### config.mk
export PLATFORM = sky130hd
export DESIGN_NAME = moe_router_topk_weights_flat
export DESIGN_NICKNAME = d
export VERILOG_FILES = /design/src/rtl/mrt_pkg.sv /design/src/rtl/mrt_ifs.sv /design/src/rtl/mrt_front.sv /design/src/rtl/mrt_div.sv /design/src/rtl/mrt_back.sv /design/src/rtl/moe_router_topk_weights.sv /design/src/flat_wrapper.sv
export SDC_FILE = /design/constraint.sdc
export NUM_CORES = 2
export LEC_CHECK = 0
export ABC_AREA = 1
export CORE_ASPECT_RATIO = 1.4
export CORE_MARGIN = 3
export CORE_UTILIZATION = 38
export CTS_BUF_LIST = sky130_fd_sc_hd__clkbuf_8
export DETAILED_ROUTE_END_ITERATION = 10
export DONT_BUFFER_PORTS = 1
export GPL_ROUTABILITY_DRIVEN = 0
export PLACE_DENSITY = 0.54
export SLEW_MARGIN = 20
export SYNTH_ARGS = -nofsm -noshare
export SYNTH_HDL_FRONTEND = slang
export SYNTH_SLANG_ARGS = --single-unit
### constraint.sdc
create_clock -name clk -period 8.01 [get_ports clk]
set_input_delay 1.2015 -clock clk [delete_from_list [all_inputs] [get_ports clk]]
set_output_delay 1.2015 -clock clk [all_outputs]
set_load 0.03 [all_outputs]
### src/rtl/mrt_pkg.sv
// Shared types and constants for the top-k expert router.
// No dependencies; every other file in rtl/ except mrt_div uses this package.
package mrt_pkg;

	localparam int CfgIdxW  = 2;
	localparam int CfgDataW = 16;
	localparam int ScoreW   = 16;
	localparam int IdxOutW  = 6;
	localparam int WeightW  = 24;
	localparam int ValW     = 15;
	localparam int ScaleW   = 16;
	localparam int TopkW    = 4;
	localparam int NumExpW  = 7;
	localparam int ProdW    = ValW + ScaleW;

	typedef enum logic [CfgIdxW-1:0] {
		REG_TOP_K       = 2'd0,
		REG_NUM_EXPERTS = 2'd1,
		REG_NORMALIZE   = 2'd2,
		REG_SCALE       = 2'd3
	} cfg_reg_t;

	typedef enum logic [2:0] {
		B_IDLE,
		B_SCAN,
		B_PICK,
		B_MUL,
		B_WGT,
		B_DIV,
		B_EMIT
	} back_state_t;

	// row descriptor handed from front to back; sized for the largest build
	typedef struct packed {
		logic [8:0]        experts;
		logic [4:0]        picks;
		logic              norm;
		logic [ScaleW-1:0] scale;
	} job_t;

	typedef struct packed {
		logic idle;
		logic done;
	} back_stat_t;

endpackage

### src/rtl/mrt_ifs.sv
// Stream interfaces for score items in and selection items out.
// Depends on mrt_pkg for field widths.
interface mrt_score_if;
	logic                              valid;
	logic                              ready;
	logic signed [mrt_pkg::ScoreW-1:0] score;
	modport source(output valid, output score, input ready);
	modport sink(input valid, input score, output ready);
endinterface

interface mrt_sel_if;
	logic                         valid;
	logic                         ready;
	logic [mrt_pkg::IdxOutW-1:0]  expert_index;
	logic [mrt_pkg::WeightW-1:0]  weight;
	logic                         last_of_row;
	modport source(output valid, output expert_index, output weight, output last_of_row,
		input ready);
	modport sink(input valid, input expert_index, input weight, input last_of_row,
		output ready);
endinterface

### src/rtl/mrt_front.sv
// Front end: takes scores, writes them to the back's row store, detects row end.
// Depends on mrt_pkg and mrt_score_if.
module mrt_front #(
	parameter int MAX_EXPERTS = 64,
	parameter int MAX_TOPK    = 8,
	localparam int IW = $clog2(MAX_EXPERTS)
) (
	input  logic                              clk,
	input  logic                              arst_n,
	mrt_score_if.sink                         in_ch,
	input  logic [mrt_pkg::TopkW-1:0]         top_k,
	input  logic [mrt_pkg::NumExpW-1:0]       num_experts,
	input  logic                              normalize_enable,
	input  logic [mrt_pkg::ScaleW-1:0]        scaling_factor,
	output mrt_pkg::job_t                     job,
	output logic                              job_vld,
	input  logic                              job_pop,
	input  logic                              row_done,
	output logic                              wr_en,
	output logic [IW-1:0]                     wr_addr,
	output logic signed [mrt_pkg::ScoreW-1:0] wr_data
);
	import mrt_pkg::*;

	localparam int EW = $clog2(MAX_EXPERTS + 1);

	logic [EW-1:0] count_q;
	logic          busy_q;
	logic          job_vld_q;
	job_t          job_q;
	logic [EW-1:0] e_eff;
	logic [4:0]    k_eff;
	logic          acc;
	logic          row_end;

	always_comb begin
		int n;
		int kk;
		n = int'(num_experts);
		if (n == 0) n = 1;
		if (n > MAX_EXPERTS) n = MAX_EXPERTS;
		kk = int'(top_k);
		if (kk > n) kk = n;
		if (kk > MAX_TOPK) kk = MAX_TOPK;
		e_eff = EW'(n);
		k_eff = 5'(kk);
	end

	assign in_ch.ready = !busy_q;
	assign acc         = in_ch.valid && !busy_q;
	assign row_end     = ({1'b0, count_q} + (EW+1)'(1)) >= {1'b0, e_eff};

	assign wr_en   = acc && (int'(count_q) < MAX_EXPERTS);
	assign wr_addr = count_q[IW-1:0];
	assign wr_data = in_ch.score;

	always_ff @(posedge clk or negedge arst_n) begin
		if (!arst_n) begin
			count_q   <= '0;
			busy_q    <= 1'b0;
			job_vld_q <= 1'b0;
		end else begin
			if (job_pop) job_vld_q <= 1'b0;
			if (row_done) busy_q <= 1'b0;
			if (acc) begin
				if (row_end) begin
					count_q   <= '0;
					busy_q    <= 1'b1;
					job_vld_q <= 1'b1;
				end else begin
					count_q <= count_q + EW'(1);
				end
			end
		end
	end

	always_ff @(posedge clk) begin
		if (acc && row_end) begin
			job_q.experts <= 9'(e_eff);
			job_q.picks   <= k_eff;
			job_q.norm    <= normalize_enable;
			job_q.scale   <= scaling_factor;
		end
	end

	assign job     = job_q;
	assign job_vld = job_vld_q;

endmodule

### src/rtl/mrt_div.sv
// Restoring divider, one quotient bit per cycle.
// Depends on nothing outside this file.
module mrt_div #(
	parameter int NW = 31,
	parameter int DW = 19
) (
	input  logic          clk,
	input  logic          arst_n,
	input  logic          start,
	input  logic [NW-1:0] num,
	input  logic [DW-1:0] den,
	output logic          done,
	output logic [NW-1:0] quo
);
	localparam int CW = (NW > 1) ? $clog2(NW) : 1;

	logic          run_q;
	logic          done_q;
	logic [CW-1:0] cnt_q;
	logic [DW-1:0] rem_q;
	logic [DW-1:0] den_q;
	logic [NW-1:0] quo_q;
	logic [DW:0]   trial;
	logic          fits;

	assign trial = {rem_q, quo_q[NW-1]};
	assign fits  = trial >= {1'b0, den_q};

	always_ff @(posedge clk or negedge arst_n) begin
		if (!arst_n) begin
			run_q  <= 1'b0;
			done_q <= 1'b0;
			cnt_q  <= '0;
		end else begin
			done_q <= run_q && (cnt_q == '0);
			if (start) begin
				run_q <= 1'b1;
				cnt_q <= CW'(NW - 1);
			end else if (run_q) begin
				if (cnt_q == '0) run_q <= 1'b0;
				else cnt_q <= cnt_q - CW'(1);
			end
		end
	end

	always_ff @(posedge clk) begin
		if (start) begin
			rem_q <= '0;
			den_q <= den;
			quo_q <= num;
		end else if (run_q) begin
			rem_q <= fits ? DW'(trial - {1'b0, den_q}) : trial[DW-1:0];
			quo_q <= {quo_q[NW-2:0], fits};
		end
	end

	assign done = done_q;
	assign quo  = quo_q;

endmodule

### src/rtl/mrt_back.sv
// Back end: row store, repeated max scans, weight computation, output register.
// Depends on mrt_pkg, mrt_sel_if and mrt_div.
module mrt_back #(
	parameter int MAX_EXPERTS = 64,
	parameter int MAX_TOPK    = 8,
	localparam int IW = $clog2(MAX_EXPERTS)
) (
	input  logic                              clk,
	input  logic                              arst_n,
	input  logic                              wr_en,
	input  logic [IW-1:0]                     wr_addr,
	input  logic signed [mrt_pkg::ScoreW-1:0] wr_data,
	input  mrt_pkg::job_t                     job,
	input  logic                              job_vld,
	output logic                              job_pop,
	output mrt_pkg::back_stat_t               stat,
	mrt_sel_if.source                         out_ch
);
	import mrt_pkg::*;

	localparam int EW  = $clog2(MAX_EXPERTS + 1);
	localparam int KW  = $clog2(MAX_TOPK + 1);
	localparam int KIW = (MAX_TOPK > 1) ? $clog2(MAX_TOPK) : 1;
	localparam int SW  = ValW + $clog2(MAX_TOPK + 1);

	logic signed [ScoreW-1:0] mem [MAX_EXPERTS];

	back_state_t state_q, state_d;

	logic [IW-1:0]            j_q;
	logic                     rd_vld_s1;
	logic [IW-1:0]            rd_idx_s1;
	logic signed [ScoreW-1:0] rd_data_s1;
	logic                     have_q;
	logic signed [ScoreW-1:0] best_v_q;
	logic [IW-1:0]            best_j_q;
	logic [MAX_EXPERTS-1:0]   used_q;
	logic [KW-1:0]            k_q;
	logic [EW-1:0]            e_q;
	logic [KW-1:0]            kcnt_q;
	logic                     norm_q;
	logic [ScaleW-1:0]        scale_q;
	logic [SW-1:0]            sum_q;
	logic [ProdW-1:0]         prod_q;
	logic [WeightW-1:0]       w_q;
	logic [IW-1:0]            chosen_idx_q [MAX_TOPK];
	logic [ValW-1:0]          chosen_val_q [MAX_TOPK];
	logic                     out_vld_q;
	logic [IdxOutW-1:0]       out_idx_q;
	logic [WeightW-1:0]       out_w_q;
	logic                     out_last_q;

	logic                     cand;
	logic signed [ScoreW-1:0] nb_v;
	logic [IW-1:0]            nb_j;
	logic [ValW-1:0]          nb_clamp;
	logic                     scan_last;
	logic                     last_pick;
	logic                     out_free;
	logic                     use_div;
	logic                     div_start;
	logic                     div_done;
	logic [ProdW-1:0]         div_quo;
	logic [KIW-1:0]           kidx;

	always_ff @(posedge clk) begin
		if (wr_en) mem[wr_addr] <= wr_data;
		rd_data_s1 <= mem[j_q];
		rd_idx_s1  <= j_q;
	end

	// running maximum, ties keep the lower index
	assign cand     = rd_vld_s1 && !used_q[rd_idx_s1] && (!have_q || rd_data_s1 > best_v_q);
	assign nb_v     = cand ? rd_data_s1 : best_v_q;
	assign nb_j     = cand ? rd_idx_s1 : best_j_q;
	assign nb_clamp = (nb_v > 0) ? nb_v[ValW-1:0] : '0;

	assign kidx      = k_q[KIW-1:0];
	assign scan_last = (EW'(j_q) + EW'(1)) == e_q;
	assign last_pick = (k_q + KW'(1)) == kcnt_q;
	assign out_free  = !out_vld_q || out_ch.ready;
	assign use_div   = norm_q && (sum_q != '0);

	always_comb begin
		state_d = state_q;
		unique case (state_q)
			B_IDLE: if (job_vld && job.picks != '0) state_d = B_SCAN;
			B_SCAN: if (scan_last) state_d = B_PICK;
			B_PICK: state_d = last_pick ? B_MUL : B_SCAN;
			B_MUL:  state_d = B_WGT;
			B_WGT:  state_d = use_div ? B_DIV : B_EMIT;
			B_DIV:  if (div_done) state_d = B_EMIT;
			B_EMIT: if (out_free) state_d = last_pick ? B_IDLE : B_MUL;
			default: state_d = B_IDLE;
		endcase
	end

	always_comb begin
		job_pop   = 1'b0;
		stat.idle = 1'b0;
		stat.done = 1'b0;
		div_start = 1'b0;
		unique case (state_q)
			B_IDLE: begin
				stat.idle = 1'b1;
				job_pop   = job_vld;
				stat.done = job_vld && (job.picks == '0);
			end
			B_WGT:  div_start = use_div;
			B_EMIT: stat.done = out_free && last_pick;
			default: ;
		endcase
	end

	always_ff @(posedge clk or negedge arst_n) begin
		if (!arst_n) begin
			state_q   <= B_IDLE;
			out_vld_q <= 1'b0;
			rd_vld_s1 <= 1'b0;
		end else begin
			state_q   <= state_d;
			rd_vld_s1 <= (state_q == B_SCAN);
			if (state_q == B_EMIT && out_free) out_vld_q <= 1'b1;
			else if (out_ch.ready) out_vld_q <= 1'b0;
		end
	end

	always_ff @(posedge clk) begin
		case (state_q)
			B_IDLE: begin
				j_q     <= '0;
				have_q  <= 1'b0;
				used_q  <= '0;
				k_q     <= '0;
				sum_q   <= '0;
				e_q     <= job.experts[EW-1:0];
				kcnt_q  <= job.picks[KW-1:0];
				norm_q  <= job.norm && (job.picks > 5'd1);
				scale_q <= job.scale;
			end
			B_SCAN: begin
				j_q      <= j_q + IW'(1);
				have_q   <= have_q || cand;
				best_v_q <= nb_v;
				best_j_q <= nb_j;
			end
			B_PICK: begin
				chosen_idx_q[kidx] <= nb_j;
				chosen_val_q[kidx] <= nb_clamp;
				used_q[nb_j]       <= 1'b1;
				sum_q              <= sum_q + SW'(nb_clamp);
				have_q             <= 1'b0;
				j_q                <= '0;
				k_q                <= last_pick ? '0 : k_q + KW'(1);
			end
			B_MUL: prod_q <= ProdW'(chosen_val_q[kidx]) * ProdW'(scale_q);
			B_WGT: begin
				if (norm_q) w_q <= '0;
				else w_q <= WeightW'(prod_q >> 8);
			end
			B_DIV: if (div_done) w_q <= div_quo[WeightW-1:0];
			B_EMIT: begin
				if (out_free) begin
					out_idx_q  <= IdxOutW'(chosen_idx_q[kidx]);
					out_w_q    <= w_q;
					out_last_q <= last_pick;
					k_q        <= k_q + KW'(1);
				end
			end
			default: ;
		endcase
	end

	mrt_div #(.NW(ProdW), .DW(SW)) u_div (
		.clk    (clk),
		.arst_n (arst_n),
		.start  (div_start),
		.num    (prod_q),
		.den    (sum_q),
		.done   (div_done),
		.quo    (div_quo)
	);

	assign out_ch.valid        = out_vld_q;
	assign out_ch.expert_index = out_idx_q;
	assign out_ch.weight       = out_w_q;
	assign out_ch.last_of_row  = out_last_q;

endmodule

### src/rtl/moe_router_topk_weights.sv
// Top-k expert gating: one score per input item, up to MAX_TOPK selections per row.
// Flow: a row of E scores is taken one score per cycle; input then stalls while the back
// end runs K scans over the row store (one write and one read port), and for each pick
// one multiply, then a divide (normalized, K>1, nonzero sum), a zero weight (normalized,
// zero sum) or a shift, and an output step. The next row is accepted once the last pick
// has entered the output register. Depends on mrt_pkg, mrt_ifs, mrt_front, mrt_back.
module moe_router_topk_weights #(
	parameter int MAX_EXPERTS = 64,
	parameter int MAX_TOPK    = 8
) (
	input  logic                          clk,
	input  logic                          arst_n,
	input  logic                          cfg_we,
	input  logic [mrt_pkg::CfgIdxW-1:0]   cfg_idx,
	input  logic [mrt_pkg::CfgDataW-1:0]  cfg_wdata,
	mrt_score_if.sink                     in_ch,
	mrt_sel_if.source                     out_ch
);
	import mrt_pkg::*;

	localparam int IW = $clog2(MAX_EXPERTS);

	logic [TopkW-1:0]   top_k_q;
	logic [NumExpW-1:0] num_experts_q;
	logic               normalize_q;
	logic [ScaleW-1:0]  scale_q;

	job_t               job;
	logic               job_vld;
	logic               job_pop;
	back_stat_t         stat;
	logic               wr_en;
	logic [IW-1:0]      wr_addr;
	logic signed [ScoreW-1:0] wr_data;

	always_ff @(posedge clk or negedge arst_n) begin
		if (!arst_n) begin
			top_k_q       <= TopkW'(2);
			num_experts_q <= NumExpW'(64);
			normalize_q   <= 1'b1;
			scale_q       <= ScaleW'(4096);
		end else if (cfg_we) begin
			unique case (cfg_reg_t'(cfg_idx))
				REG_TOP_K:       top_k_q       <= cfg_wdata[TopkW-1:0];
				REG_NUM_EXPERTS: num_experts_q <= cfg_wdata[NumExpW-1:0];
				REG_NORMALIZE:   normalize_q   <= cfg_wdata[0];
				REG_SCALE:       scale_q       <= cfg_wdata[ScaleW-1:0];
				default: ;
			endcase
		end
	end

	mrt_front #(.MAX_EXPERTS(MAX_EXPERTS), .MAX_TOPK(MAX_TOPK)) u_front (
		.clk              (clk),
		.arst_n           (arst_n),
		.in_ch            (in_ch),
		.top_k            (top_k_q),
		.num_experts      (num_experts_q),
		.normalize_enable (normalize_q),
		.scaling_factor   (scale_q),
		.job              (job),
		.job_vld          (job_vld),
		.job_pop          (job_pop),
		.row_done         (stat.done),
		.wr_en            (wr_en),
		.wr_addr          (wr_addr),
		.wr_data          (wr_data)
	);

	mrt_back #(.MAX_EXPERTS(MAX_EXPERTS), .MAX_TOPK(MAX_TOPK)) u_back (
		.clk     (clk),
		.arst_n  (arst_n),
		.wr_en   (wr_en),
		.wr_addr (wr_addr),
		.wr_data (wr_data),
		.job     (job),
		.job_vld (job_vld),
		.job_pop (job_pop),
		.stat    (stat),
		.out_ch  (out_ch)
	);

	// input is only open while the back end has no row
	a_ready_idle: assert property (@(posedge clk) disable iff (!arst_n)
		in_ch.ready |-> stat.idle) else $error("input open while back end busy");

	a_done_reopens: assert property (@(posedge clk) disable iff (!arst_n)
		stat.done |=> in_ch.ready) else $error("row finished but input stayed closed");

	a_job_closed: assert property (@(posedge clk) disable iff (!arst_n)
		job_vld |-> !in_ch.ready) else $error("row pending while input open");

endmodule
### src/flat_wrapper.sv
// flat-port wrapper written by rule: the top's interface ports become plain ports
module moe_router_topk_weights_flat import mrt_pkg::*;
#(
	parameter int MAX_EXPERTS = 64,
	parameter int MAX_TOPK    = 8
)
  (clk, arst_n, cfg_we, cfg_idx, cfg_wdata, in_ch_valid, in_ch_score, in_ch_ready, out_ch_valid, out_ch_expert_index, out_ch_weight, out_ch_last_of_row, out_ch_ready);
  mrt_score_if in_ch_i ();
  mrt_sel_if out_ch_i ();
  input  logic clk;
  input  logic arst_n;
  input  logic cfg_we;
  input  logic [mrt_pkg::CfgIdxW-1:0] cfg_idx;
  input  logic [mrt_pkg::CfgDataW-1:0] cfg_wdata;
  input wire logic [$bits(in_ch_i.valid)-1:0] in_ch_valid;
  input wire logic [$bits(in_ch_i.score)-1:0] in_ch_score;
  output wire logic [$bits(in_ch_i.ready)-1:0] in_ch_ready;
  output wire logic [$bits(out_ch_i.valid)-1:0] out_ch_valid;
  output wire logic [$bits(out_ch_i.expert_index)-1:0] out_ch_expert_index;
  output wire logic [$bits(out_ch_i.weight)-1:0] out_ch_weight;
  output wire logic [$bits(out_ch_i.last_of_row)-1:0] out_ch_last_of_row;
  input wire logic [$bits(out_ch_i.ready)-1:0] out_ch_ready;
  assign in_ch_i.valid = in_ch_valid;
  assign in_ch_i.score = in_ch_score;
  assign in_ch_ready = in_ch_i.ready;
  assign out_ch_valid = out_ch_i.valid;
  assign out_ch_expert_index = out_ch_i.expert_index;
  assign out_ch_weight = out_ch_i.weight;
  assign out_ch_last_of_row = out_ch_i.last_of_row;
  assign out_ch_i.ready = out_ch_ready;
  moe_router_topk_weights #(.MAX_EXPERTS(MAX_EXPERTS), .MAX_TOPK(MAX_TOPK)) u_core (.clk(clk), .arst_n(arst_n), .cfg_we(cfg_we), .cfg_idx(cfg_idx), .cfg_wdata(cfg_wdata), .in_ch(in_ch_i), .out_ch(out_ch_i));
endmodule
==> flow_metrics.py <==
metrics = {
    "floorplan": {
        "floorplan.initialDensity": 0.3839,
        "pin_count": 72,
        "dieArea_sq_mm": 0.1955,
        "die_h_um": 521.9,
        "die-width_um": 374.5,
        "rows": 188,
        "core_area_sq_mm": 0.1882,
    },
    "place": {
        "dp_hpwl_um": 117200,
        "place_area_sq_mm": 0.07537,
        "port_buffers": 0,
        "dpl_worst_slack_ps": 464.0,
    },
    "min_path": {
        "hp-class": "primary input to flop",
    },
    "sta": {
        "whs_ps": 281.4,
        "fin_crit_sh": 0.9466,
        "period_needed_ps": 7582,
        "rsz0062_at_grt": "false",
        "worst_slew_margin_rel": 0.2471,
        "slew_violations": 0,
        "tightest_slew_ps": 1125,
        "tns_ps": 0,
        "finalSetupViolCount": 0,
        "fin_worst_skew_ps": 84.96,
        "fmax_mhz": 131.9,
        "setup_slack_ps": 427.6,
        "hold_viol_final": 0,
    },
    "global_routing": {
        "grtUsageTotal": 0.1907,
        "antenna_found_initial": 2,
        "grt_pass1_vias": 46940,
        "grt_overflow": 0,
        "gr-usage-met3": 0.03363,
        "busiest_layer": "met2",
        "use_met2": 0.3327,
        "grt_first_pass_wirelength_um": 286100,
        "grt_max_degree": 187,
        "use_met1": 0.2329,
    },
    "worst_setup_path": {
        "critPathLaunchType": "flop",
        "crit_buf_inv": 9,
        "crit_type": "flop to flop",
        "r2r_end": "u_core.u_back.prod_q[27]",
        "path_delay_family": "adder cells",
        "crit_slowest_cell": "fa_1",
        "critPathMaxFanout": 28,
        "critPathRequiredTime_ps": 8730,
        "cp-end-kind": "flop",
        "cp.arrival_ps": 8310,
        "slowest_delay_ps": 570,
        "endpoint": "u_core.u_back.prod_q[27]",
        "reg2reg_depth": 31,
        "r2r_setup_slack_ps": 430,
        "crit_cells": 31,
    },
    "cts": {
        "cts_sinks": 1594,
        "numCtsBuffers": 276,
        "clkTransAtPathRegs_ps": 60,
        "clk_latency_ps": 1020,
        "clockRootBuffer": "clkbuf_8",
        "post_cts_resized": 0,
        "cts_tree": "built",
        "cts_buffer_depth": 4,
        "h-tree-depth": 5,
        "cts_setup_buffers": 0,
    },
    "drt": {
        "drt_iter0_markers": 3618,
        "vias": 46840,
        "routed_wl_um": 189100,
        "wl_per_cell_um": 21.53,
        "first_pass_iters": 6,
        "vias_per_cell": 5.331,
        "drc_errors": 0,
        "antenna_left": 0,
    },
    "synthesis": {
        "yosysWarningCount": 0,
        "synth_simple_gate_area_share": 0.1082,
        "synthMuxAreaShare": 0.005143,
        "ys_seq_elements": 1594,
        "avgSynthCellArea_sq_um": 12.00,
        "netlist_area_sq_mm": 0.07225,
        "synth_fp_nets": 6405,
        "synthFlopType": "edfxtp_1",
        "synth_compound_area_frac": 0.1030,
        "syn_inst": 6023,
        "ys_types": 57,
        "synth_fa_ha_area_frac": 0.07831,
        "synth_edf_count": 1501,
        "synth_top_family_by_area": "simple AND/OR/NAND/NOR gates",
        "synthArstFlopShare": 0.03074,
        "yosysSeqAreaShare": 0.6531,
        "synth_xor_area_frac": 0.007516,
    },
    "run_status": {
        "outcome": "finished clean",
    },
    "layout": {
        "num-nets-final": 6510,
        "fillers": 17660,
        "synthToLayoutAreaGrowth_pct": 10.96,
        "design_area_sq_mm": 0.08017,
        "post_route_cells_drive_above_1_share": 0.08430,
    },
    "job": {
        "drv_cap": 0,
    },
}
==> timing repair <==
action,4_1_cts,5_1_grt
hold buffers,2,0
endpoints found under the setup margin,0,0
endpoints found under the hold margin,45,0
==> Yosys cell counts (10+ instances only) <==
| master | number | area share |
|---|---|---|
| inv_1 | 514 | 0.027 |
| a21oi_1 | 167 | 0.012 |
| xor2_1 | 37 | 0.0045 |
| nor2_4 | 10 | 0.0016 |
| xnor2_1 | 25 | 0.0030 |
| buf_1 | 24 | 0.0012 |
| nor4_1 | 15 | 0.0013 |
| nand3_1 | 348 | 0.024 |
| mux2i_1 | 27 | 0.0037 |
| clkbuf_1 | 275 | 0.014 |
| dfxtp_1 | 44 | 0.012 |
| o221ai_1 | 282 | 0.034 |
| fa_1 | 182 | 0.050 |
| nand2_1 | 574 | 0.030 |
| o21ai_0 | 702 | 0.049 |
| clkinv_1 | 14 | 0.00073 |
| nor3_1 | 22 | 0.0015 |
| edfxtp_1 | 1501 | 0.62 |
| dfrtp_1 | 45 | 0.016 |
| ha_1 | 161 | 0.028 |
| nand4_1 | 20 | 0.0017 |
| nor2_1 | 905 | 0.047 |
==> how the worst min path moves through the flow <==
stage                                 from                             end  slack (ps)  cells past startpoint
floorplan             u_core.u_back.j_q[2]      u_core.u_back.rd_idx_s1[2]         350                      0
detailed placement    u_core.u_back.w_q[0]  u_core.u_back.out_ch.weight[0]         400                      0
global route                in_ch_score[5]        u_core.u_back.mem[11][5]         190                      0
global placement    u_core.u_front.job[22]            u_core.u_back.e_q[0]         400                      0
CTS                         in_ch_score[9]         u_core.u_back.mem[9][9]         160                      0
finish                      in_ch_score[6]         u_core.u_back.mem[9][6]         280                      0
==> flip-flops by register name, summed over array words and instances, names as in the netlist, 7 cells and up, named ones only <==
name                         cells
u_core.num_experts_q             7
u_core.scale_q                  16
u_core.u_back.best_v_q          16
u_core.u_back.chosen_idx_q      48
u_core.u_back.chosen_val_q     120
u_core.u_back.e_q                7
u_core.u_back.mem             1024
u_core.u_back.out_ch.weight     24
u_core.u_back.prod_q            31
u_core.u_back.rd_data_s1        16
u_core.u_back.scale_q           16
u_core.u_back.sum_q             19
u_core.u_back.u_div.den_q       19
u_core.u_back.u_div.quo         31
u_core.u_back.u_div.rem_q       19
u_core.u_back.used_q            64
u_core.u_back.w_q               24
u_core.u_front.count_q           7
u_core.u_front.job              29
==> final cells by class <==
class / count / area, sq um / share of cell area
Sequential cell: 1594 / 47190 / 0.5886
Clock buffer: 290 / 3991 / 0.04979
Clock inverter: 171 / 759.5 / 0.009474
Multi-Input combinational cell: 3579 / 21930 / 0.2736
Antenna cell: 4 / 10.01 / 0.0001249
Timing Repair Buffer: 140 / 1161 / 0.01448
Inverter: 537 / 2033 / 0.02536
Tap cell: 2470 / 3090 / 0.03855
==> kinds of logic after synthesis <==
| group | after synthesis |
|---|---|
| compound gates | 1231 |
| buf+inv | 850 |
| other cells | 1 |
| flops | 1594 |
| xor+xnor | 62 |
| simple gates | 1906 |
| fa+ha+maj | 343 |
| mux | 36 |
==> cells in the final DEF, fill, tap and decap left out, types with 27 or more instances in the layout <==
cell type	synthesis	layout
a21oi_1	167	166
dfxtp_1	44	43
fa_1	182	182
nand3_1	348	348
nand2_1	574	574
ha_1	161	161
buf_4	5	131
inv_1	514	597
dfrtp_1	45	45
o21ai_0	702	702
nor2_1	905	896
clkbuf_8	0	290
xor2_1	37	37
clkinv_1	14	67
mux2i_1	27	27
o221ai_1	282	282
edfxtp_1	1501	1501
==> through the flow <==
stage / utilization / instances
after floorplan: - / 6023
after global placement: 0.4005 / 8318
after detailed placement: 0.4005 / 8318
after CTS: 0.4260 / 8781
after global routing: 0.4260 / 8783
final: 0.4260 / 8785
==> metal layers <==
metal / routed length, um / vias up
li1: - / 21710
met1: 76710 / 23300
met2: 95290 / 1443
met3: 9720 / 388
met4: 7393 / 0
met5: 0 / -
Power is not shown: default switching activity piles up to over one toggle a cycle in this logic, so the estimate is an artifact.
